<file path="src/rtl/rsmm_ram.sv">
// ----------------------------------------------------------------------------
// rsmm_ram
// Simple dual-port RAM: one write port, one read port with registered data.
// ----------------------------------------------------------------------------
module rsmm_ram #(
    parameter int WIDTH = 8,
    parameter int DEPTH = 16
) (
    input  logic                     aclk,
    input  logic                     wr_en,
    input  logic [$clog2(DEPTH)-1:0] wr_addr,
    input  logic [WIDTH-1:0]         wr_data,
    input  logic                     rd_en,
    input  logic [$clog2(DEPTH)-1:0] rd_addr,
    output logic [WIDTH-1:0]         rd_data
);

    logic [WIDTH-1:0] mem [DEPTH];

    always_ff @(posedge aclk) begin
        if (wr_en) begin
            mem[wr_addr] <= wr_data;
        end
        if (rd_en) begin
            rd_data <= mem[rd_addr];
        end
    end

endmodule

</file>
<file path="config.mk">
export PLATFORM = sky130hd
export DESIGN_NAME = rsmm_ram
export DESIGN_NICKNAME = d
export VERILOG_FILES = /design/src/rtl/rsmm_ram.sv
export SDC_FILE = /design/constraint.sdc
export NUM_CORES = 1
export LEC_CHECK = 0
export ABC_CLOCK_PERIOD_IN_PS = 2300
export BUFFER_PORTS_ARGS = -buffer_cell sky130_fd_sc_hd__buf_2
export CORE_MARGIN = 10
export CORE_UTILIZATION = 50
export DETAILED_ROUTE_END_ITERATION = 8
export PLACE_DENSITY = 0.66
export SLEW_MARGIN = 20
export SYNTH_ARGS = -nofsm -noshare
export SYNTH_HDL_FRONTEND = slang
export SYNTH_SLANG_ARGS = --single-unit
export TNS_END_PERCENT = 5
</file>
<file path="constraint.sdc">
create_clock -name aclk -period 2.3 [get_ports aclk]
set_input_delay 0.46 -clock aclk [delete_from_list [all_inputs] [get_ports aclk]]
set_output_delay 0.46 -clock aclk [all_outputs]
set_load 0.01 [all_outputs]
</file>
==> impl_metrics.sql <==
INSERT INTO impl_metrics (metric_group, metric, value, unit) VALUES
('placed_design', 'dp_hpwl', '6420', 'µm'),
('setup_path', 'timing.critical_path.from_type', 'flip-flop', ''),
('route', 'drt-wirelength-per-cell', '22.9', 'µm'),
('power', 'power_report.internal_total', '4.76', 'mW'),
('power', 'share_clk_of_total_power', '47.3', '%'),
('yosys', 'synth_warnings', '0', ''),
('power', 'switching_share', '18.3', '%'),
('cells_and_area', 'antenna_cells', '0', ''),
('cts', 'worst_skew_pair_latency', '510', 'ps'),
('timing', 'timing_max_transition_violations_final', '0', ''),
('cells_and_area', 'finish.instance_area', '0.00625', 'mm²'),
('cts', 'cts_htree_levels', '4', ''),
('placed_design', 'detailed_place.area', '0.00564', 'mm²'),
('run', 'cap_violations', '0', ''),
('cts', 'cts_resizes', '0', ''),
('grt', 'antenna_found_initial', '0', ''),
('power', 'power_density_over_the_cells', '932', 'mW/mm²'),
('timing', 'timing.final.hold_violations', '0', ''),
('timing', 'report.final.setup_viol', '0', ''),
('cts', 'clock_tree.buffer_depth', '2', ''),
('die', 'die_x', '122', 'µm'),
('setup_path', 'crit_arrival', '1800', 'ps'),
('timing', 'max_freq', '0.647', 'GHz'),
('yosys', 'synthDistinctLibCells', '18', ''),
('cts', 'post_cts_setup_buffer_count', '0', ''),
('timing', 'finalCritPeriodShare', '67.2', '%'),
('setup_path', 'worstPathMaxFanout', '1', ''),
('yosys', 'syn_area_per_cell', '22.8', 'µm²'),
('yosys', 'area_of_the_mapped_netlist', '0.00523', 'mm²'),
('route', 'detailroute.via_count', '2475', ''),
('power', 'ir_worst_vdd', '0.483', 'mV'),
('yosys', 'synth-seq-cells', '136', ''),
('cts', 'clock_sink_count', '136', ''),
('route', 'postRouteWirelength', '9970', 'µm'),
('timing', 'setup_tns', '0', 'ps'),
('grt', 'grt_overflow_total', '0', ''),
('status', 'run_status', 'finished clean', ''),
('die', 'fp.dieArea', '0.0149', 'mm²'),
('cells_and_area', 'post_route_cells_drive_above_1_share', '31.3', '%'),
('setup_path', 'timing_worst_setup_path_type', 'reg -> reg', ''),
('timing', 'worst_slew_margin_rel', '64.7', '%'),
('cells_and_area', 'layout-area-overhead-vs-synth', '19.5', '%'),
('cts', 'tritoncts_clock_tree', 'built', ''),
('timing', 'layout_min_cycle_time', '1550', 'ps'),
('setup_path', 'worst_path_max_delay_cell', 'mux4_2', ''),
('setup_path', 'required', '2550', 'ps'),
('timing', 'grt_setup_unrepaired', 'false', ''),
('route', 'firstDrtPassIters', '4', ''),
('route', 'avgViaCountPerCell', '5.68', ''),
('power', 'power_frac_comb', '4.5', '%'),
('route', 'remaining_drc_errors', '0', ''),
('die', 'floorplan.initialDensity', '50.9', '%'),
('placed_design', 'port_bufs', '26', ''),
('grt', 'grtUsageTotal', '14.4', '%'),
('power', 'switching_power', '1.06', 'mW'),
('route', 'dr.first_iter.drc_count', '188', ''),
('grt', 'grt_pass1_vias', '2596', ''),
('yosys', 'synth_nets', '248', ''),
('die', 'row_count', '37', ''),
('setup_path', 'path_cells', 'mux4_2 -> a22oi_1 -> nand2_1', ''),
('power', 'p_leak', '2.14', 'nW'),
('hold_path', 'min-delay-path-class', 'in -> reg', ''),
('die', 'die_h', '122', 'µm'),
('grt', 'grt_pass1_wl', '15200', 'µm'),
('cts', 'numCtsBuffers', '17', ''),
('power', 'pwr-share-seq', '48.2', '%'),
('yosys', 'synthCells', '229', ''),
('timing', 'hold_slack', '323', 'ps'),
('yosys', 'ys_seq_area_share', '78.1', '%'),
('grt', 'largest_net_degree_at_the_start_of_global_routing', '33', ''),
('route', 'drt.antenna.violating_nets', '0', ''),
('die', 'io_pins', '27', ''),
('power', 'total_power', '5.82', 'mW'),
('setup_path', 'crit_family', 'multiplexers', ''),
('setup_path', 'critical_path.max_stage_delay', '470', 'ps'),
('setup_path', 'critical_path.n_buffers_inverters', '0', ''),
('cts', 'number_of_buffers_inserted_by_hold_repair_at_cts', '0', ''),
('setup_path', 'critPathCaptureType', 'flip-flop', ''),
('die', 'area_of_the_core', '0.0103', 'mm²'),
('cells_and_area', 'nets', '306', ''),
('timing', 'max_slew.worst_pin.slew', '527', 'ps'),
('timing', 'skew', '7.13', 'ps'),
('cts', 'root_driver', 'clkbuf_8', ''),
('placed_design', 'gp_routability_congestion', '0.740', ''),
('cts', 'clk_pin_slew_worst_paths', '60', 'ps');
## per-stage QoR
stage | instances | setup slack (ps) | util (%)
3_5_place_dp | 404 | 212 | 54.9
5_1_grt | 436 | 695 | 60.8
4_1_cts | 436 | 725 | 60.8
3_3_place_gp | 404 | 307 | 54.9
2_1_floorplan | 229 | 347 | -
6_report | 436 | 754 | 60.8
## power by group through the flow
stage / Clock (mW) / Combinational [mW] / Sequential, mW
after global placement: 0 / 0.258 / 2.86
final: 2.75 / 0.262 / 2.81
after global routing: 2.91 / 0.286 / 2.81
after CTS: 2.81 / 0.267 / 2.81
after floorplan: 0 / 0.141 / 2.86
after detailed placement: 0 / 0.267 / 2.86
## sequential cells by signal (all words and copies together) (netlist names)
signal and cells:
rd_data 8, mem 128
## kinds of logic (layout without fill, tap and decap cells)
kind of cell / after synthesis / count (layout) / synth area share [%]
AOI/OAI and AO/OA: 16 / 16 / 2.30
buffers and inverters: 10 / 81 / 1.65
DFF: 136 / 136 / 78.1
muxes: 32 / 32 / 14.8
and+or+nand+nor: 35 / 35 / 3.14
## final cells by class
type	count	area (µm²)
timing repair buffer	49	328
clock inverter	11	178
fill	738	4030
multi-input combinational	83	1060
tap	136	170
sequential	136	4080
clock buffer	21	429
## Yosys cell counts, drive strengths merged
master / count / share of area, %
or3b: 1 / 0.17
and2: 1 / 0.12
and2b: 1 / 0.14
nand2b: 2 / 0.24
buf: 7 / 1.1
nand3: 1 / 0.096
clkdlybuf4s25: 3 / 0.57
a22oi: 16 / 2.3
nand3b: 2 / 0.29
edfxtp: 136 / 78
nor2: 13 / 0.93
nor3: 4 / 0.38
nor2b: 1 / 0.12
mux4: 32 / 15
nand2: 9 / 0.65
## routing by layer
metal	vias to the layer above	global-route usage (%)	wire length, µm
met5	-	0	0
met4	0	5.74	160
met3	11	4.50	763
met2	102	23.0	5030
met1	1263	18.2	4020
li1	1099	-	-
## final timing paths
path              startpoint          to  slack [ps]  depth (start not counted)
setup reg to reg   mem[3][7]  rd_data[7]         750                          3
hold / removal         rd_en  rd_data[2]         320                          1
hold reg to reg   mem[14][2]  rd_data[2]         750                          3
setup / recovery   mem[3][7]  rd_data[7]         750                          3
## layout by cell type (no fill, tap or decap), drive strengths merged, types with 2 or more instances in the layout
cell	count
bufinv	5
clkbuf	21
nand3b	2
mux4	32
a22oi	16
buf	49
nor2	13
edfxtp	136
nor3	4
clkinv	6
nand2b	2
nand2	9
Note: power is estimated with default switching activity, not from simulation.
