### config.mk
export PLATFORM = sky130hd
export DESIGN_NAME = rsmm_engine
export DESIGN_NICKNAME = d
export VERILOG_FILES = /design/src/rtl/rsmm_pkg.sv /design/src/rtl/rsmm_engine.sv
export SDC_FILE = /design/constraint.sdc
export NUM_CORES = 2
export LEC_CHECK = 0
export BUFFER_PORTS_ARGS = -buffer_cell sky130_fd_sc_hd__buf_2
export CAP_MARGIN = 20
export CORE_MARGIN = 3
export CORE_UTILIZATION = 55
export DETAILED_ROUTE_END_ITERATION = 7
export GPL_TIMING_DRIVEN = 0
export PLACE_DENSITY = 0.85
export SLEW_MARGIN = 25
export SYNTH_ARGS = -nofsm -noshare
export SYNTH_HDL_FRONTEND = slang
export SYNTH_SLANG_ARGS = --single-unit
### constraint.sdc
create_clock -name aclk -period 9.5 [get_ports aclk]
set_input_delay 2.85 -clock aclk [delete_from_list [all_inputs] [get_ports aclk]]
set_output_delay 2.85 -clock aclk [all_outputs]
set_load 0.005 [all_outputs]
### src/rtl/rsmm_pkg.sv
// ----------------------------------------------------------------------------
// rsmm_pkg
// Shared types, sizes and codes for the range sum minus minimum tree.
// ----------------------------------------------------------------------------
package rsmm_pkg;

    // Tree sizing
    localparam int CAPACITY     = 1024;
    localparam int ELEMENT_BITS = 48;
    localparam int LEAF_AW      = $clog2(CAPACITY);
    localparam int NODE_AW      = LEAF_AW + 1;
    localparam int NODE_DEPTH   = 2 * CAPACITY;
    localparam int PTR_W        = NODE_AW + 1;
    localparam int TOTAL_BITS   = ELEMENT_BITS + LEAF_AW;

    // Field widths
    localparam int POS_BITS     = 10;
    localparam int DELTA_BITS   = 48;
    localparam int ANSWER_BITS  = 59;
    localparam int COUNT_BITS   = 11;
    localparam int SAT_BITS     = ((ELEMENT_BITS > DELTA_BITS) ? ELEMENT_BITS : DELTA_BITS) + 1;

    // Configuration port
    localparam int PADDR_BITS   = 3;
    localparam int PDATA_BITS   = 32;
    localparam logic REG_ELEMENT_COUNT = 1'b0;
    localparam logic [COUNT_BITS-1:0] COUNT_RESET = COUNT_BITS'(1024);

    // Element limits
    localparam logic signed [ELEMENT_BITS-1:0] ELEM_MAX = {1'b0, {(ELEMENT_BITS-1){1'b1}}};
    localparam logic signed [ELEMENT_BITS-1:0] ELEM_MIN = {1'b1, {(ELEMENT_BITS-1){1'b0}}};

    // Command codes
    localparam logic CMD_ADD   = 1'b0;
    localparam logic CMD_QUERY = 1'b1;

    // Status codes
    localparam logic STATUS_OK  = 1'b0;
    localparam logic STATUS_ERR = 1'b1;

    typedef struct packed {
        logic                         cmd;
        logic [POS_BITS-1:0]          position;
        logic [POS_BITS-1:0]          last_position;
        logic signed [DELTA_BITS-1:0] delta;
    } in_item_t;

    typedef struct packed {
        logic signed [ANSWER_BITS-1:0] answer;
        logic                          status;
    } out_item_t;

    typedef struct packed {
        logic                           en;
        logic [NODE_AW-1:0]             addr;
        logic signed [ELEMENT_BITS-1:0] minimum;
        logic signed [TOTAL_BITS-1:0]   total;
    } node_wr_t;

    typedef struct packed {
        logic               en;
        logic [NODE_AW-1:0] addr;
    } node_rd_t;

    typedef enum logic [3:0] {
        ST_CLEAR,
        ST_IDLE,
        ST_ADD_LEAF,
        ST_ADD_WALK,
        ST_Q_LEFT,
        ST_Q_RIGHT,
        ST_Q_FINISH,
        ST_RESP
    } state_t;

endpackage

### src/rtl/rsmm_engine.sv
// ----------------------------------------------------------------------------
// rsmm_engine
// Sequencer and datapath: clears the node store, walks leaf-to-root for
// adds, walks the range bottom-up for queries, holds the result register.
// ----------------------------------------------------------------------------
module rsmm_engine import rsmm_pkg::*; (
    input  logic                           aclk,
    input  logic                           aresetn,
    input  logic [COUNT_BITS-1:0]          active_count,
    input  logic                           s_valid,
    output logic                           s_ready,
    input  in_item_t                       s_data,
    output logic                           m_valid,
    input  logic                           m_ready,
    output out_item_t                      m_data,
    output node_wr_t                       node_wr,
    output node_rd_t                       node_rd,
    input  logic signed [ELEMENT_BITS-1:0] rd_minimum,
    input  logic signed [TOTAL_BITS-1:0]   rd_total
);

    localparam logic [NODE_AW-1:0] NODE_ROOT = NODE_AW'(1);
    localparam logic [NODE_AW-1:0] NODE_LAST = {NODE_AW{1'b1}};
    localparam logic [NODE_AW-1:0] NODE_CAP  = NODE_AW'(CAPACITY);
    localparam logic [PTR_W-1:0]   PTR_CAP   = PTR_W'(CAPACITY);
    localparam logic signed [SAT_BITS-1:0] SAT_MAX = SAT_BITS'(ELEM_MAX);
    localparam logic signed [SAT_BITS-1:0] SAT_MIN = SAT_BITS'(ELEM_MIN);

    state_t                         state_reg, state_next;
    logic [NODE_AW-1:0]             clr_addr_reg, clr_addr_next;
    logic [NODE_AW-1:0]             node_reg, node_next;
    logic signed [DELTA_BITS-1:0]   delta_reg, delta_next;
    logic signed [ELEMENT_BITS-1:0] cur_min_reg, cur_min_next;
    logic signed [TOTAL_BITS-1:0]   cur_tot_reg, cur_tot_next;
    logic [PTR_W-1:0]               l_reg, l_next;
    logic [PTR_W-1:0]               r_reg, r_next;
    logic                           pend_reg, pend_next;
    logic signed [TOTAL_BITS-1:0]   sum_reg, sum_next;
    logic signed [ELEMENT_BITS-1:0] mn_reg, mn_next;
    logic signed [ANSWER_BITS-1:0]  ans_reg, ans_next;
    logic                           status_reg, status_next;
    logic                           m_valid_reg, m_valid_next;
    out_item_t                      m_data_reg, m_data_next;

    logic                           is_add;
    logic                           item_bad;
    logic                           out_free;
    logic [NODE_AW-1:0]             parent;
    logic [PTR_W-1:0]               r_dec;
    logic signed [ELEMENT_BITS-1:0] leaf_elem;
    logic signed [SAT_BITS-1:0]     leaf_sum;
    logic signed [ELEMENT_BITS-1:0] leaf_val;
    logic signed [ELEMENT_BITS-1:0] join_min;
    logic signed [TOTAL_BITS-1:0]   join_tot;

    assign is_add   = (s_data.cmd == CMD_ADD);
    assign item_bad = is_add ?
        (COUNT_BITS'(s_data.position) >= active_count) :
        ((s_data.position > s_data.last_position) ||
         (COUNT_BITS'(s_data.last_position) >= active_count));
    assign out_free = !m_valid_reg || m_ready;
    assign parent   = node_reg >> 1;
    assign r_dec    = r_reg - PTR_W'(1);

    // Leaf update saturates at the element range
    assign leaf_elem = rd_total[ELEMENT_BITS-1:0];
    assign leaf_sum  = SAT_BITS'(leaf_elem) + SAT_BITS'(delta_reg);
    always_comb begin
        priority if (leaf_sum > SAT_MAX) begin
            leaf_val = ELEM_MAX;
        end else if (leaf_sum < SAT_MIN) begin
            leaf_val = ELEM_MIN;
        end else begin
            leaf_val = leaf_sum[ELEMENT_BITS-1:0];
        end
    end

    // Combine the node just written with its sibling from memory
    assign join_min = (rd_minimum < cur_min_reg) ? rd_minimum : cur_min_reg;
    assign join_tot = cur_tot_reg + rd_total;

    // Next state
    always_comb begin
        state_next = state_reg;
        unique case (state_reg)
            ST_CLEAR: begin
                if (clr_addr_reg == NODE_LAST) state_next = ST_IDLE;
            end
            ST_IDLE: begin
                if (s_valid) begin
                    priority if (item_bad) state_next = ST_RESP;
                    else if (is_add)        state_next = ST_ADD_LEAF;
                    else                    state_next = ST_Q_LEFT;
                end
            end
            ST_ADD_LEAF: state_next = ST_ADD_WALK;
            ST_ADD_WALK: begin
                if (parent == NODE_ROOT) state_next = ST_RESP;
            end
            ST_Q_LEFT: begin
                state_next = (l_reg >= r_reg) ? ST_Q_FINISH : ST_Q_RIGHT;
            end
            ST_Q_RIGHT:  state_next = ST_Q_LEFT;
            ST_Q_FINISH: state_next = ST_RESP;
            ST_RESP: begin
                if (out_free) state_next = ST_IDLE;
            end
            default: state_next = ST_IDLE;
        endcase
    end

    // Datapath and memory controls
    always_comb begin
        clr_addr_next = clr_addr_reg;
        node_next     = node_reg;
        delta_next    = delta_reg;
        cur_min_next  = cur_min_reg;
        cur_tot_next  = cur_tot_reg;
        l_next        = l_reg;
        r_next        = r_reg;
        pend_next     = 1'b0;
        sum_next      = sum_reg;
        mn_next       = mn_reg;
        ans_next      = ans_reg;
        status_next   = status_reg;
        m_valid_next  = m_valid_reg && !m_ready;
        m_data_next   = m_data_reg;
        node_wr       = '0;
        node_rd       = '0;

        // Fold in the node read on the previous cycle
        if (pend_reg) begin
            sum_next = sum_reg + rd_total;
            mn_next  = (rd_minimum < mn_reg) ? rd_minimum : mn_reg;
        end

        unique case (state_reg)
            ST_CLEAR: begin
                node_wr.en    = 1'b1;
                node_wr.addr  = clr_addr_reg;
                clr_addr_next = clr_addr_reg + NODE_AW'(1);
            end
            ST_IDLE: begin
                if (s_valid) begin
                    delta_next  = s_data.delta;
                    node_next   = NODE_CAP + NODE_AW'(s_data.position);
                    l_next      = PTR_CAP + PTR_W'(s_data.position);
                    r_next      = PTR_CAP + PTR_W'(s_data.last_position) + PTR_W'(1);
                    sum_next    = '0;
                    mn_next     = ELEM_MAX;
                    ans_next    = '0;
                    status_next = item_bad ? STATUS_ERR : STATUS_OK;
                    if (!item_bad && is_add) begin
                        node_rd.en   = 1'b1;
                        node_rd.addr = NODE_CAP + NODE_AW'(s_data.position);
                    end
                end
            end
            ST_ADD_LEAF: begin
                node_wr.en      = 1'b1;
                node_wr.addr    = node_reg;
                node_wr.minimum = leaf_val;
                node_wr.total   = TOTAL_BITS'(leaf_val);
                cur_min_next    = leaf_val;
                cur_tot_next    = TOTAL_BITS'(leaf_val);
                node_rd.en      = 1'b1;
                node_rd.addr    = node_reg ^ NODE_AW'(1);
            end
            ST_ADD_WALK: begin
                node_wr.en      = 1'b1;
                node_wr.addr    = parent;
                node_wr.minimum = join_min;
                node_wr.total   = join_tot;
                cur_min_next    = join_min;
                cur_tot_next    = join_tot;
                node_next       = parent;
                if (parent != NODE_ROOT) begin
                    node_rd.en   = 1'b1;
                    node_rd.addr = parent ^ NODE_AW'(1);
                end
            end
            ST_Q_LEFT: begin
                if ((l_reg < r_reg) && l_reg[0]) begin
                    node_rd.en   = 1'b1;
                    node_rd.addr = l_reg[NODE_AW-1:0];
                    pend_next    = 1'b1;
                    l_next       = l_reg + PTR_W'(1);
                end
            end
            ST_Q_RIGHT: begin
                l_next = l_reg >> 1;
                if (r_reg[0]) begin
                    node_rd.en   = 1'b1;
                    node_rd.addr = r_dec[NODE_AW-1:0];
                    pend_next    = 1'b1;
                    r_next       = r_dec >> 1;
                end else begin
                    r_next = r_reg >> 1;
                end
            end
            ST_Q_FINISH: begin
                ans_next = ANSWER_BITS'(sum_reg) - ANSWER_BITS'(mn_reg);
            end
            ST_RESP: begin
                if (out_free) begin
                    m_valid_next       = 1'b1;
                    m_data_next.answer = ans_reg;
                    m_data_next.status = status_reg;
                end
            end
            default: begin
            end
        endcase
    end

    always_ff @(posedge aclk) begin
        if (!aresetn) begin
            state_reg    <= ST_CLEAR;
            clr_addr_reg <= '0;
            pend_reg     <= 1'b0;
            m_valid_reg  <= 1'b0;
        end else begin
            state_reg    <= state_next;
            clr_addr_reg <= clr_addr_next;
            pend_reg     <= pend_next;
            m_valid_reg  <= m_valid_next;
        end
    end

    always_ff @(posedge aclk) begin
        node_reg    <= node_next;
        delta_reg   <= delta_next;
        cur_min_reg <= cur_min_next;
        cur_tot_reg <= cur_tot_next;
        l_reg       <= l_next;
        r_reg       <= r_next;
        sum_reg     <= sum_next;
        mn_reg      <= mn_next;
        ans_reg     <= ans_next;
        status_reg  <= status_next;
        m_data_reg  <= m_data_next;
    end

    assign s_ready = (state_reg == ST_IDLE);
    assign m_valid = m_valid_reg;
    assign m_data  = m_data_reg;

endmodule

==> summary.txt <==
===========================================================================================
Yosys warning count                                                                       0
# clock sinks                                                                           431
Global-route usage over all layers                                                    35.0%
Number of buffers on the longest clock path                                               3
Highest attainable clock frequency                                                0.106 GHz
Share of total power consumed by net switching                                        30.9%
CTS root buffer                                                                sky130_fd_sc_hd__clkbuf_16
Required @ worst endpoint                                                           6650 ps
Utilization of the core after routing                                                 64.1%
Post-DR wirelength/cell                                                             22.9 um
Routability Congestion                                                                 1.04
Total global routing overflow                                                             0
Arrival time of the worst setup path                                                6630 ps
Crit Path Class                                                                      in2out
Die Footprint                                                                    64500 um^2
Initial Util                                                                          55.8%
Number of instances in the synthesized netlist                                         3791
Post-detailed-route count of antenna-violating nets                                       0
Routed Wire Length                                                                   116 mm
Commonest cells in the synthesized netlist                                     sky130_fd_sc_hd__nand2_1 (412), sky130_fd_sc_hd__ha_1 (359), sky130_fd_sc_hd__a21oi_1 (310)
Vias after detailed routing                                                           31968
Switching power                                                                     1.62 mW
Commonest register cell after synthesis                                        sky130_fd_sc_hd__edfxtp_1
Net Count, Synth                                                                       4344
Worst hold path class                                                               reg2reg
Final net count                                                                        4793
Register share of total power                                                         39.8%
Internal power consumption                                                          3.61 mW
Sequential element share of the synthesized area                                      34.7%
Proportion of layout cells with a drive suffix above 1                                13.7%
Area of the core region                                                          60600 um^2
Setup-failing EPs final                                                                   0
Die H                                                                                254 um
Crit path max fanout                                                                     10
Depth of the CTS H-tree                                                                   2
Number of global-route vias before repair                                             29818
Worst clock skew on the final layout                                                36.2 ps
Register bit total from synthesis                                                       431
Clk Latency, worst-skew pair                                                         630 ps
Initial antenna violation count                                                          20
Combinational share of power                                                          23.5%
Biggest area consumer among synthesized cells                                  sky130_fd_sc_hd__edfxtp_1
Final cycle utilization of the critical path                                          99.8%
Hold-fix buffers at CTS                                                                   0
Max transition margin                                                                 14.3%
Transition at the pin with the smallest max-transition slack                        1280 ps
Crit path launch                                                               rd_total[16]
Number of design-rule violations left by the first detailed-router iteration           3303
Number of max-slew violations in the final report                                         0
# port buffers                                                                          381
Ports                                                                                   382
Largest net degree at the start of global routing                                        56
Power density over the cells                                                    135 nW/um^2
Length of the first detailed-routing pass in iterations                                   6
Max rail drop VDD                                                                    139 uV
Setup crit start kind                                                            input port
Final routed DRC violation total                                                          0
Yosys top cell area share                                                             27.4%
Cell with the most instances after synthesis                                   sky130_fd_sc_hd__nand2_1
Area grow syn2layout                                                                  14.9%
DPL Wire Length                                                                     93.8 mm
Outcome                                                                           completed
Standard-cell rows                                                                       90
# Max-Cap Violations                                                                      0
Worst hold-check slack                                                               414 ps
Static leakage                                                                      17.0 nW
Top cells by area, synth                                                       sky130_fd_sc_hd__edfxtp_1 (27%), sky130_fd_sc_hd__ha_1 (13%), sky130_fd_sc_hd__dfxtp_1 (7.2%)
Hold Startpoint                                                                ans_reg[40]$_SDFFCE_PN0P_
Number of enable-type register cells in the synthesized netlist                         309
Critical Path Sink Type                                                         output port
CTS tree                                                                                yes
Mean Syn Cell Area                                                                8.92 um^2
Die Width                                                                            254 um
Shortest period the worst path allows                                               9480 ps
Number of buffers added by the clock tree synthesis step                                 48
Max reg flops                                                                            60
Share of async-settable or async-resettable flops after synthesis                        0%
Launching point of the worst reg2reg path                                      state_reg[2]$_SDFFE_PN0P_
Final number of hold-violating endpoints                                                  0
Syn Std Cell Area                                                                33800 um^2
Power share of the clock group                                                        36.6%
Count of different cell masters after synthesis                                          93
Wire length of the first global-routing pass                                         173 mm
Via-to-Cell Ratio                                                                      6.29
CTS clk-pin slew, worst paths                                                         60 ps
===========================================================================================
[layer usage]
layer | global-route usage [%] | wire length (um) | vias to the layer above
met1 | 48.5 | 47300 | 14971
met4 | 17.1 | 6160 | 0
met5 | 0 | 0 | -
met2 | 52.5 | 49400 | 1789
li1 | - | - | 14923
met3 | 6.58 | 13400 | 285
[worst max-delay path, stage by stage]
cell,delay (ps)
sky130_fd_sc_hd__buf_2,170
sky130_fd_sc_hd__ha_1,300
sky130_fd_sc_hd__buf_2,180
sky130_fd_sc_hd__a2111oi_1,450
sky130_fd_sc_hd__o221ai_1,280
sky130_fd_sc_hd__a221o_1,380
sky130_fd_sc_hd__a21oi_2,320
sky130_fd_sc_hd__o31ai_4,150
sky130_fd_sc_hd__o311a_1,360
sky130_fd_sc_hd__o21ai_2,250
sky130_fd_sc_hd__o211ai_1,140
sky130_fd_sc_hd__a21oi_1,180
sky130_fd_sc_hd__xnor2_1,150
sky130_fd_sc_hd__o21ai_1,280
sky130_fd_sc_hd__buf_2,180
[cells by family after synthesis]
family	count (synthesis)	share of synthesized area [%]
AO/OA/AOI/OAI	1188	23.0
AND/OR/NAND/NOR	1083	15.0
flip-flops	431	34.7
buffers and inverters	382	4.45
adder cells (fa/ha/maj)	363	13.5
XOR/XNOR	220	5.70
multiplexers	124	3.69
[per-stage QoR]
stage | cells | setup TNS [ps] | worst slack [ps] | power [mW] | area (um^2)
5_1_grt | 5082 | -15.8 | -15.8 | 5.44 | 38800
3_5_place_dp | 4959 | -46100 | -708 | 3.28 | 36800
3_3_place_gp | 4954 | -48450 | -716 | 3.26 | 36700
6_report | 5082 | 0 | 23.0 | 5.23 | 38800
2_1_floorplan | 3791 | 0 | 904 | 2.94 | 33800
4_1_cts | 5060 | 0 | 18.5 | 5.19 | 38600
[placed cells by master (no fill, tap or decap), drive strengths merged, types with 122 or more instances in the layout]
master,count
nand2,415
a21oi,312
ha,359
nor2,254
edfxtp,309
inv,207
o21ai,246
xnor2,141
a21o,198
buf,449
clkbuf,184
dfxtp,122
[power groups by stage]
stage               Clock (mW)  Combinational (mW)  Sequential (mW)
floorplan                    0               0.834             2.11
global placement             0                1.14             2.12
detailed placement           0                1.16             2.12
CTS                       1.93                1.18             2.08
global route              2.01                1.34             2.08
finish                    1.92                1.23             2.08
[cell type report]
type	count	area, um^2
clock inverters	34	364
plain buffers	178	776
inverters	204	771
clock buffers	56	1230
repair buffers	399	2130
diodes	20	50.0
flip-flops and latches	431	11700
well taps	782	978
multi-input cells	2978	20800
fillers	5142	21700
[worst paths after layout]
| path | slack [ps] | depth (start not counted) | endpoint |
|---|---|---|---|
| worst max-delay path | 20 | 15 | node_wr[57] |
| worst min-delay path | 410 | 0 | m_data[41]$_DFFE_PP_ |
| worst max register to register | 4550 | 10 | node_reg[4]$_DFFE_PP_ |
| worst min register to register | 410 | 0 | m_data[41]$_DFFE_PP_ |
[repair_timing]
| item | 4_1_cts | 5_1_grt |
|---|---|---|
| pin swaps | 5 | 4 |
| endpoints found under the setup margin | 103 | 94 |
| gates resized for setup | 22 | 47 |
| cloned | 0 | 1 |
| setup buffers | 11 | 1 |
(Power assumes the default switching activity.)
