<file path="src/rtl/rsmm_pkg.sv">
// ----------------------------------------------------------------------------
// rsmm_pkg
// Shared types, sizes and codes for the range sum minus minimum tree.
// ----------------------------------------------------------------------------
package rsmm_pkg;

    // Tree sizing
    localparam int CAPACITY     = 1024;
    localparam int ELEMENT_BITS = 48;
    localparam int LEAF_AW      = $clog2(CAPACITY);
    localparam int NODE_AW      = LEAF_AW + 1;
    localparam int NODE_DEPTH   = 2 * CAPACITY;
    localparam int PTR_W        = NODE_AW + 1;
    localparam int TOTAL_BITS   = ELEMENT_BITS + LEAF_AW;

    // Field widths
    localparam int POS_BITS     = 10;
    localparam int DELTA_BITS   = 48;
    localparam int ANSWER_BITS  = 59;
    localparam int COUNT_BITS   = 11;
    localparam int SAT_BITS     = ((ELEMENT_BITS > DELTA_BITS) ? ELEMENT_BITS : DELTA_BITS) + 1;

    // Configuration port
    localparam int PADDR_BITS   = 3;
    localparam int PDATA_BITS   = 32;
    localparam logic REG_ELEMENT_COUNT = 1'b0;
    localparam logic [COUNT_BITS-1:0] COUNT_RESET = COUNT_BITS'(1024);

    // Element limits
    localparam logic signed [ELEMENT_BITS-1:0] ELEM_MAX = {1'b0, {(ELEMENT_BITS-1){1'b1}}};
    localparam logic signed [ELEMENT_BITS-1:0] ELEM_MIN = {1'b1, {(ELEMENT_BITS-1){1'b0}}};

    // Command codes
    localparam logic CMD_ADD   = 1'b0;
    localparam logic CMD_QUERY = 1'b1;

    // Status codes
    localparam logic STATUS_OK  = 1'b0;
    localparam logic STATUS_ERR = 1'b1;

    typedef struct packed {
        logic                         cmd;
        logic [POS_BITS-1:0]          position;
        logic [POS_BITS-1:0]          last_position;
        logic signed [DELTA_BITS-1:0] delta;
    } in_item_t;

    typedef struct packed {
        logic signed [ANSWER_BITS-1:0] answer;
        logic                          status;
    } out_item_t;

    typedef struct packed {
        logic                           en;
        logic [NODE_AW-1:0]             addr;
        logic signed [ELEMENT_BITS-1:0] minimum;
        logic signed [TOTAL_BITS-1:0]   total;
    } node_wr_t;

    typedef struct packed {
        logic               en;
        logic [NODE_AW-1:0] addr;
    } node_rd_t;

    typedef enum logic [3:0] {
        ST_CLEAR,
        ST_IDLE,
        ST_ADD_LEAF,
        ST_ADD_WALK,
        ST_Q_LEFT,
        ST_Q_RIGHT,
        ST_Q_FINISH,
        ST_RESP
    } state_t;

endpackage

</file>
<file path="src/rtl/rsmm_cfg.sv">
// ----------------------------------------------------------------------------
// rsmm_cfg
// APB register file holding the element count; clamps it to the capacity.
// ----------------------------------------------------------------------------
module rsmm_cfg import rsmm_pkg::*; (
    input  logic                  aclk,
    input  logic                  aresetn,
    input  logic                  psel,
    input  logic                  penable,
    input  logic                  pwrite,
    input  logic [PADDR_BITS-1:0] paddr,
    input  logic [PDATA_BITS-1:0] pwdata,
    output logic [PDATA_BITS-1:0] prdata,
    output logic                  pready,
    output logic [COUNT_BITS-1:0] active_count
);

    localparam logic [COUNT_BITS-1:0] CAP_COUNT = COUNT_BITS'(CAPACITY);

    logic [COUNT_BITS-1:0] element_count_reg;
    logic [COUNT_BITS-1:0] element_count_next;
    logic                  sel_count;

    assign pready    = 1'b1;
    assign sel_count = (paddr[PADDR_BITS-1:2] == REG_ELEMENT_COUNT);

    always_comb begin
        element_count_next = element_count_reg;
        if (psel && penable && pwrite && pready && sel_count) begin
            element_count_next = pwdata[COUNT_BITS-1:0];
        end
    end

    always_ff @(posedge aclk) begin
        if (!aresetn) begin
            element_count_reg <= COUNT_RESET;
        end else begin
            element_count_reg <= element_count_next;
        end
    end

    assign prdata = sel_count ? PDATA_BITS'(element_count_reg) : '0;

    assign active_count = (element_count_reg > CAP_COUNT) ? CAP_COUNT : element_count_reg;

endmodule

</file>
<file path="config.mk">
export PLATFORM = sky130hd
export DESIGN_NAME = rsmm_cfg
export DESIGN_NICKNAME = d
export VERILOG_FILES = /design/src/rtl/rsmm_pkg.sv /design/src/rtl/rsmm_cfg.sv
export SDC_FILE = /design/constraint.sdc
export NUM_CORES = 1
export LEC_CHECK = 0
export BUFFER_PORTS_ARGS = -buffer_cell sky130_fd_sc_hd__buf_2
export CAP_MARGIN = 20
export CORE_MARGIN = 2
export CORE_UTILIZATION = 34
export DETAILED_ROUTE_END_ITERATION = 8
export GPL_ROUTABILITY_DRIVEN = 0
export PLACE_DENSITY_LB_ADDON = 0.05
export RECOVER_POWER = 25
export SETUP_SLACK_MARGIN = 0.15
export SYNTH_ARGS = -nofsm -noshare
export SYNTH_HDL_FRONTEND = slang
export SYNTH_SLANG_ARGS = --single-unit
</file>
<file path="constraint.sdc">
create_clock -name aclk -period 0.9 [get_ports aclk]
set_clock_uncertainty 0.1 [all_clocks]
set_input_delay 0.045 -clock aclk [delete_from_list [all_inputs] [get_ports aclk]]
set_output_delay 0.045 -clock aclk [all_outputs]
set_load 0.02 [all_outputs]
</file>
==> impl_metrics.toml, run 1 <==
[critical_path]
crit_path_end_kind = "output port"
crit_path_max_incr_delay_ns = 0.34
cp_top_family = "flip-flops"
cp_cell_sequence = "buf_6 > nor2b_1 > buf_4"
cp.required_ns = 0.75
cp-start-kind = "register"
worstPathMaxFanout = 6
cp.depth = 3
crit_path_end = "active_count[7]"
rr_worst_depth = 3
worst_path_max_delay_cell = "dfxtp_2"
critPathLaunch = "element_count_reg[10]$_SDFFE_PN1P_"
worstReg2RegStart = "element_count_reg[10]$_SDFFE_PN1P_"
crit_arrival_ns = 0.99
regToRegEndpoint = "element_count_reg[10]$_SDFFE_PN1P_"
r2r_slack_ns = 0.05
crit_buf_inv = 2
worstSetupPathType = "register to output port"

[synthesis]
synth_seq_area_share_pct = 28.3
synthTopCellsByCount = "buf_4, nor2b_1, nand2_1"
synthFlopType = "dfxtp_1"
yosys.area.top_type = "dfxtp_1"
synthesis.area_um2 = 778
synth_area_leaders = "dfxtp_1, buf_4, nor2b_1"
synth_warnings = 0
synth.top_cell.area_share_pct = 28.3
synthCells = 96
synth_seq_cells = 11
synth.distinct_cells = 11
syn_avg_cell_area_um2 = 8.11
async_flop_share_pct = 0
synth_edf_count = 0

[routing]
via_per_inst = 4.14
drt-total-wl_mm = 1.91
drcViolationCount = 0
antenna_left = 0
drtPass1Iterations = 2
first_iter_violations = 7
vias = 741
avgRoutedWirePerCell_um = 10.7

[timing]
finalSetupViolCount = 22
max_freq_mhz = 883
fin_crit_sh_pct = 126
rsz0062_at_grt = "true"
hold_violations = 2
tns_ns = -3.58
setup_slack_ns = -0.233
min_period_ns = 1.13
finalMaxSlewViolations = 0
timing.hold.ws_ns = -0.0648

[die]
ios = 84
core-area_um2 = 2190
dieWidth_um = 51.8
initial_core_util_pct = 35.5
die_area_um2 = 2690
rows = 17
die_y_um = 51.8

[place]
port_buffers = 38
dp_hpwl_mm = 1.20

[global_route]
grt_pass1_wl_mm = 2.69
antenna_found_initial = 0
grt_pass1_vias = 627
grt_max_degree = 13
grt_overflow = 0
grt_usage_pct = 13.7

[cells_and_area]
utilization_pct = 62.3
largest_reg_flops = 11
nNetsFinal = 192
n_antenna_cell = 0
drive_above_1_share_pct = 58.9
areaGrowthSynthToFinish_pct = 75.2

[pwr]
leakage_uw = 0.000597
combinationalPowerShare_pct = 26.6
seqPwrFrac_pct = 44.2
switching_share_pct = 30.6
pwr-share-clk_pct = 29.2
ir_drop_v = 0.000485
p_int_uw = 797
power.switching_uw = 352
p_total_uw = 1150
power_density_nw_per_um2 = 843

[cts]
cts_root_buf = "clkbuf_4"
cts_sinks = 11
cts_buffers = 3
clkTransAtPathRegs_ns = 0.07
cts_tree = "yes"
clk_latency_ns = 0.26
htreeDepth = 1
clockBufferDepth = 2

[job]
maxCapViolations = 0

[run_status]
outcome = "finished with violations"
violations = "negative hold slack, negative setup slack"

[min_path]
hold_start = "pwdata[3]"
min_path_type = "primary input to register"
==> worst register-to-register path: stages (launching register included) <==
cell	delay, ns
dfxtp_2	0.34
buf_6	0.14
nor2b_1	0.10
mux2i_1	0.07
==> timing repair <==
item                                    CTS  global route
endpoints found under the setup margin   23            30
resized for setup                        60            13
hold endpoints to repair                 11             4
gates cloned                              0             1
setup buffers                             3             2
hold buffers                              7             2
==> layout make-up <==
class / instances / area, µm²
Clock buffer: 4 / 26.3
Fill cell: 210 / 827
Multi-Input combinational cell: 78 / 564
Sequential cell: 11 / 233
Tap cell: 28 / 35.0
Timing Repair Buffer: 58 / 505
==> cells by family (layout without fill, tap and decap cells) <==
group	count (synthesis)	after routing	synth area share, %
buffers and inverters	28	62	26.5
DFF	11	11	28.3
muxes	11	11	14.1
other	2	22	0.965
and+or+nand+nor	44	45	30.1
==> power by group through the flow <==
stage / registers (µW) / clock network, µW / logic (µW)
after floorplan: 514 / 0 / 242
after global placement: 515 / 0 / 227
after detailed placement: 515 / 0 / 228
after CTS: 507 / 353 / 283
after global routing: 510 / 391 / 328
final: 508 / 335 / 306
==> cell usage in the layout, fill, tap and decap left out <==
| cell type | count |
|---|---|
| conb_1 | 22 |
| buf_6 | 22 |
| buf_2 | 16 |
| nand2_1 | 15 |
| nor2b_4 | 13 |
| mux2i_1 | 11 |
| buf_4 | 11 |
| dfxtp_2 | 10 |
| dlygate4sd3_1 | 7 |
| nor2b_2 | 6 |
| nand2_2 | 5 |
| nor2b_1 | 3 |
| clkbuf_4 | 3 |
| dlymetal6s4s_1 | 2 |
| and2b_2 | 1 |
| and4b_4 | 1 |
| clkbuf_1 | 1 |
| and4b_2 | 1 |
| dfxtp_1 | 1 |
==> metrics by stage <==
step / hold slack (ns) / setup slack (ns) / instance area, µm² / cells
finish: -0.0648 / -0.233 / 1360 / 179
global route: -0.0724 / -0.309 / 1360 / 179
CTS: -0.0823 / -0.238 / 1280 / 174
detailed placement: 0.201 / -0.119 / 972 / 160
global placement: 0.196 / -0.101 / 972 / 160
floorplan: 0.0871 / 0.0620 / 915 / 116
==> worst min-delay path by stage <==
stage | end | slack (ns) | cells past startpoint
after floorplan | element_count_reg[0]$_SDFFE_PN0P_ | 0.09 | 2
after global placement | element_count_reg[6]$_SDFFE_PN0P_ | 0.20 | 3
after detailed placement | element_count_reg[8]$_SDFFE_PN0P_ | 0.20 | 3
after CTS | element_count_reg[2]$_SDFFE_PN0P_ | -0.08 | 3
after global routing | element_count_reg[3]$_SDFFE_PN0P_ | -0.07 | 3
final | element_count_reg[3]$_SDFFE_PN0P_ | -0.06 | 3
==> routing by layer <==
| metal | track usage (%) | routed length (µm) | vias to the layer above |
|---|---|---|---|
| li1 | - | - | 366 |
| met1 | 14.5 | 811 | 340 |
| met2 | 24.3 | 961 | 33 |
| met3 | 2.87 | 112 | 2 |
| met4 | 9.21 | 27 | 0 |
| met5 | 0 | 0 | - |
(Power assumes the default switching activity.)
==> inputs of run 2 (changes only) <==
--- a/config.mk
+++ b/config.mk
@@ -8,7 +8,7 @@
 export BUFFER_PORTS_ARGS = -buffer_cell sky130_fd_sc_hd__buf_2
 export CAP_MARGIN = 20
 export CORE_MARGIN = 2
-export CORE_UTILIZATION = 34
+export CORE_UTILIZATION = 25
 export DETAILED_ROUTE_END_ITERATION = 8
 export GPL_ROUTABILITY_DRIVEN = 0
 export PLACE_DENSITY_LB_ADDON = 0.05
==> impl_metrics.toml, run 2 (synthesized netlist as in run 1, its figures left out) <==
[timing]
setup_slack_ns = -0.238
finalSetupViolCount = 22
fin_crit_sh_pct = 126
max_freq_mhz = 879
tns_ns = -3.65
rsz0062_at_grt = "true"
min_period_ns = 1.14
timing.hold.ws_ns = -0.0292
hold_violations = 1
finalMaxSlewViolations = 0

[critical_path]
crit_path_max_incr_delay_ns = 0.34
worstReg2RegStart = "element_count_reg[10]$_SDFFE_PN1P_"
worstPathMaxFanout = 6
rr_worst_depth = 3
worstSetupPathType = "register to output port"
crit_arrival_ns = 0.99
worst_path_max_delay_cell = "dfxtp_2"
cp.required_ns = 0.75
regToRegEndpoint = "element_count_reg[10]$_SDFFE_PN1P_"
r2r_slack_ns = 0
crit_path_end_kind = "output port"
cp_top_family = "flip-flops"
crit_buf_inv = 2
cp_cell_sequence = "buf_6 > nor2b_2 > buf_4"
cp-start-kind = "register"

[pwr]
pwr-share-clk_pct = 29.1
power.switching_uw = 357
leakage_uw = 0.000625
seqPwrFrac_pct = 43.8
power_density_nw_per_um2 = 839
combinationalPowerShare_pct = 27.1
switching_share_pct = 30.8
ir_drop_v = 0.000348
p_int_uw = 802

[min_path]
hold_start = "pwdata[10]"
min_path_type = "primary input to register"
min_path_cells = 3
min_to = "element_count_reg[10]$_SDFFE_PN1P_"

[routing]
first_iter_violations = 9
avgRoutedWirePerCell_um = 11.2
drcViolationCount = 0
drtPass1Iterations = 2
drt-total-wl_mm = 2.06
vias = 729
antenna_left = 0
via_per_inst = 3.98

[global_route]
grt_pass1_wl_mm = 3.00
antenna_found_initial = 0
grt_pass1_vias = 617
grt_usage_pct = 11.7
grt_max_degree = 13
grt_overflow = 0

[cts]
cts_hold_buf = 10
clockBufferDepth = 2
clk_latency_ns = 0.26
cts_tree = "yes"
htreeDepth = 1
cts_buffers = 3
clkTransAtPathRegs_ns = 0.07
cts_sinks = 11
cts_root_buf = "clkbuf_4"

[run_status]
violations = "negative hold slack, negative setup slack"
outcome = "finished with violations"

[die]
ios = 84
initial_core_util_pct = 25.9
dieWidth_um = 59.8
core-area_um2 = 3000
die_y_um = 59.8
rows = 20
die_area_um2 = 3580

[cells_and_area]
utilization_pct = 46.0
nNetsFinal = 191
n_antenna_cell = 0
fillCellCount = 304
stdcell_area_um2 = 1380
largest_reg_flops = 11
final_cell_mix = "conb_1, buf_6, buf_2, nand2_1, nor2b_4"
drive_above_1_share_pct = 58.0
areaGrowthSynthToFinish_pct = 77.5

[job]
maxCapViolations = 0

[place]
dp_hpwl_mm = 1.35
port_buffers = 38
place_area_um2 = 978
place_ws_ns = -0.136
run 2: through the flow:
stage | power (µW) | std cells
6_report | 1160 | 183
4_1_cts | 1160 | 180
5_1_grt | 1230 | 183
3_5_place_dp | 746 | 165
3_3_place_gp | 745 | 165
2_1_floorplan | 756 | 116
run 2: how the worst max path moves through the flow:
stage / slack [ns] / cells past startpoint / endpoint / startpoint
2_1_floorplan: 0.06 / 3 / element_count_reg[0]$_SDFFE_PN0P_ / paddr[2]
3_3_place_gp: -0.11 / 3 / element_count_reg[10]$_SDFFE_PN1P_ / paddr[2]
3_5_place_dp: -0.14 / 3 / element_count_reg[2]$_SDFFE_PN0P_ / paddr[2]
4_1_cts: -0.27 / 3 / active_count[9] / element_count_reg[10]$_SDFFE_PN1P_
5_1_grt: -0.29 / 3 / active_count[7] / element_count_reg[10]$_SDFFE_PN1P_
6_report: -0.24 / 3 / active_count[7] / element_count_reg[10]$_SDFFE_PN1P_
run 2: area by class of cell:
| class | count | area (µm²) | area share, % |
|---|---|---|---|
| Clock buffer | 4 | 26.3 | 1.90 |
| Multi-Input combinational cell | 78 | 572 | 41.4 |
| Sequential cell | 11 | 231 | 16.8 |
| Timing Repair Buffer | 57 | 510 | 37.0 |
| Tap cell | 33 | 41.3 | 2.99 |
run 2: worst min-delay path, stage by stage:
cell and delay, ns:
buf_2 0.08, nor2b_1 0.04, mux2i_1 0.12
run 2: metal layers:
layer | share of wire, % | up-vias | global-route usage (%) | wire (µm)
met4 | 1.3 | 0 | 7.62 | 27
met3 | 5.8 | 2 | 1.30 | 119
met2 | 47 | 32 | 17.4 | 974
met1 | 45 | 335 | 15.8 | 935
met5 | 0 | - | 0 | 0
li1 | - | 360 | - | -
run 2: power groups by stage:
stage,Clock (µW),Combinational (µW),Sequential (µW)
global placement,0,229,516
detailed placement,0,230,516
CTS,352,297,507
global route,382,341,509
finish,337,314,508
floorplan,0,242,514
run 2: what timing repair did:
item                                    in CTS  in global routing
endpoints found under the setup margin      24                 33
setup buffers                                0                  3
resized for setup                           59                 20
cloned                                       1                  0
hold endpoints to repair                    11                  1
==> inputs of run 3 (changes only) <==
--- a/config.mk
+++ b/config.mk
@@ -11,7 +11,6 @@
 export CORE_UTILIZATION = 25
 export DETAILED_ROUTE_END_ITERATION = 8
 export GPL_ROUTABILITY_DRIVEN = 0
-export PLACE_DENSITY_LB_ADDON = 0.05
 export RECOVER_POWER = 25
 export SETUP_SLACK_MARGIN = 0.15
 export SYNTH_ARGS = -nofsm -noshare
==> impl_metrics.toml, run 3 (synthesized netlist as in run 1, its figures left out) <==
[cells_and_area]
nNetsFinal = 184
n_antenna_cell = 0
largest_reg_flops = 11
stdcell_area_um2 = 1310
drive_above_1_share_pct = 58.0
areaGrowthSynthToFinish_pct = 68.3
mostFrequentLayoutCell = "conb_1"
instances_no_fill = 176
fillCellCount = 284
utilization_pct = 43.6
final_cell_mix = "conb_1, buf_6, buf_2, nand2_1, nor2b_4"

[die]
rows = 20
ios = 84
die_y_um = 59.8
core-area_um2 = 3000
dieWidth_um = 59.8
initial_core_util_pct = 25.9
die_area_um2 = 3580

[timing]
max_freq_mhz = 871
fin_crit_sh_pct = 128
finalMaxSlewViolations = 0
min_period_ns = 1.15
setup_slack_ns = -0.248
finalSetupViolCount = 22
timing.hold.ws_ns = -0.0750
hold_violations = 6
rsz0062_at_grt = "true"

[run_status]
violations = "negative hold slack, negative setup slack"
outcome = "finished with violations"

[routing]
drt-total-wl_mm = 1.94
drtPass1Iterations = 3
antenna_left = 0
vias = 679
first_iter_violations = 16
via_per_inst = 3.86
avgRoutedWirePerCell_um = 11.0
drcViolationCount = 0

[pwr]
p_total_uw = 1130
leakage_uw = 0.000574
ir_drop_v = 0.000299
power_density_nw_per_um2 = 862

[cts]
clkTransAtPathRegs_ns = 0.06
cts_buffers = 3
cts_sinks = 11
clockBufferDepth = 2
cts_tree = "yes"
cts_hold_buf = 5
cts_root_buf = "clkbuf_4"
clk_latency_ns = 0.26
htreeDepth = 1

[critical_path]
worstPathMaxFanout = 6
r2r_slack_ns = 0.04
crit_path_end_kind = "output port"
crit_arrival_ns = 1.00
rr_worst_depth = 3
worstSetupPathType = "register to output port"
worstReg2RegStart = "element_count_reg[10]$_SDFFE_PN1P_"
crit_buf_inv = 2
cp_top_family = "flip-flops"
crit_path_max_incr_delay_ns = 0.34
cp_cell_sequence = "buf_12 > nor2b_2 > buf_6"
cp.required_ns = 0.75
worst_path_max_delay_cell = "dfxtp_2"
regToRegEndpoint = "element_count_reg[10]$_SDFFE_PN1P_"
cp-start-kind = "register"

[min_path]
min_path_cells = 3
hold_start = "pwdata[7]"
min_path_type = "primary input to register"
min_to = "element_count_reg[7]$_SDFFE_PN0P_"

[global_route]
grt_usage_pct = 10.1
antenna_found_initial = 0
grt_pass1_wl_mm = 2.82
grt_overflow = 0
grt_pass1_vias = 655
grt_max_degree = 14

[place]
place_area_um2 = 988
dp_cells = 163
dp_hpwl_mm = 1.26
port_buffers = 38

[job]
maxCapViolations = 0
==> run 3: cell count changes in the layout (fill, tap and decap cells not counted), moves of 2 or more <==
cell and delta:
buf_12 +2, buf_4 -2, buf_6 -3, dlygate4sd3_1 -2, dlymetal6s4s_1 -3
==> run 3: power breakdown <==
| part | switching, µW | leakage (µW) | internal (µW) | total (µW) |
|---|---|---|---|---|
| Sequential | 9.05 | 0.0000925 | 499 | 508 |
| Clock | 157 | 0.0000150 | 171 | 328 |
| Combinational | 178 | 0.000467 | 115 | 293 |
| Total | 344 | 0.000574 | 785 | 1130 |
==> run 3: repair_timing <==
item	4_1_cts	5_1_grt
pin swaps	0	0
endpoints found under the setup margin	24	28
gates cloned	1	0
buffers inserted	0	3
gates resized for setup	54	15
endpoints found under the hold margin	11	6
==> run 3: per-stage QoR <==
stage               TNS [ns]  worst slack (ns)
finish                 -3.66            -0.248
global route           -4.55            -0.296
CTS                    -3.77            -0.242
detailed placement     -1.09            -0.115
global placement      -0.873           -0.0834
floorplan                  0            0.0620
==> run 3: how the worst max path moves through the flow <==
stage                                                  start                                 end  slack (ns)  cells past startpoint
after floorplan                                     paddr[2]   element_count_reg[0]$_SDFFE_PN0P_        0.06                      3
after detailed placement                            paddr[2]  element_count_reg[10]$_SDFFE_PN1P_       -0.11                      3
after CTS                 element_count_reg[10]$_SDFFE_PN1P_                     active_count[3]       -0.24                      3
after global routing      element_count_reg[10]$_SDFFE_PN1P_                     active_count[7]       -0.30                      3
final                     element_count_reg[10]$_SDFFE_PN1P_                     active_count[3]       -0.25                      3
after global placement                              paddr[2]  element_count_reg[10]$_SDFFE_PN1P_       -0.08                      3
==> run 3: worst reg2reg max path: cells and delay by family (launching register included) <==
kind,cells,cell delay [ns]
muxes,1,0.07
buffers and inverters,1,0.13
DFF,1,0.34
and+or+nand+nor,1,0.10
==> run 3: layer usage <==
metal	wire, µm	vias up	track usage (%)
met4	0	0	2.86
met3	130	0	1.52
met1	860	296	13.0
li1	-	349	-
met5	0	-	0
met2	951	34	17.4
==> run 3: layout make-up <==
class	count	area, µm²	area share, %
clock buffers	4	26.3	2.01
well taps	33	41.3	3.15
flip-flops and latches	11	231	17.7
multi-input cells	78	562	42.9
repair buffers	50	449	34.3
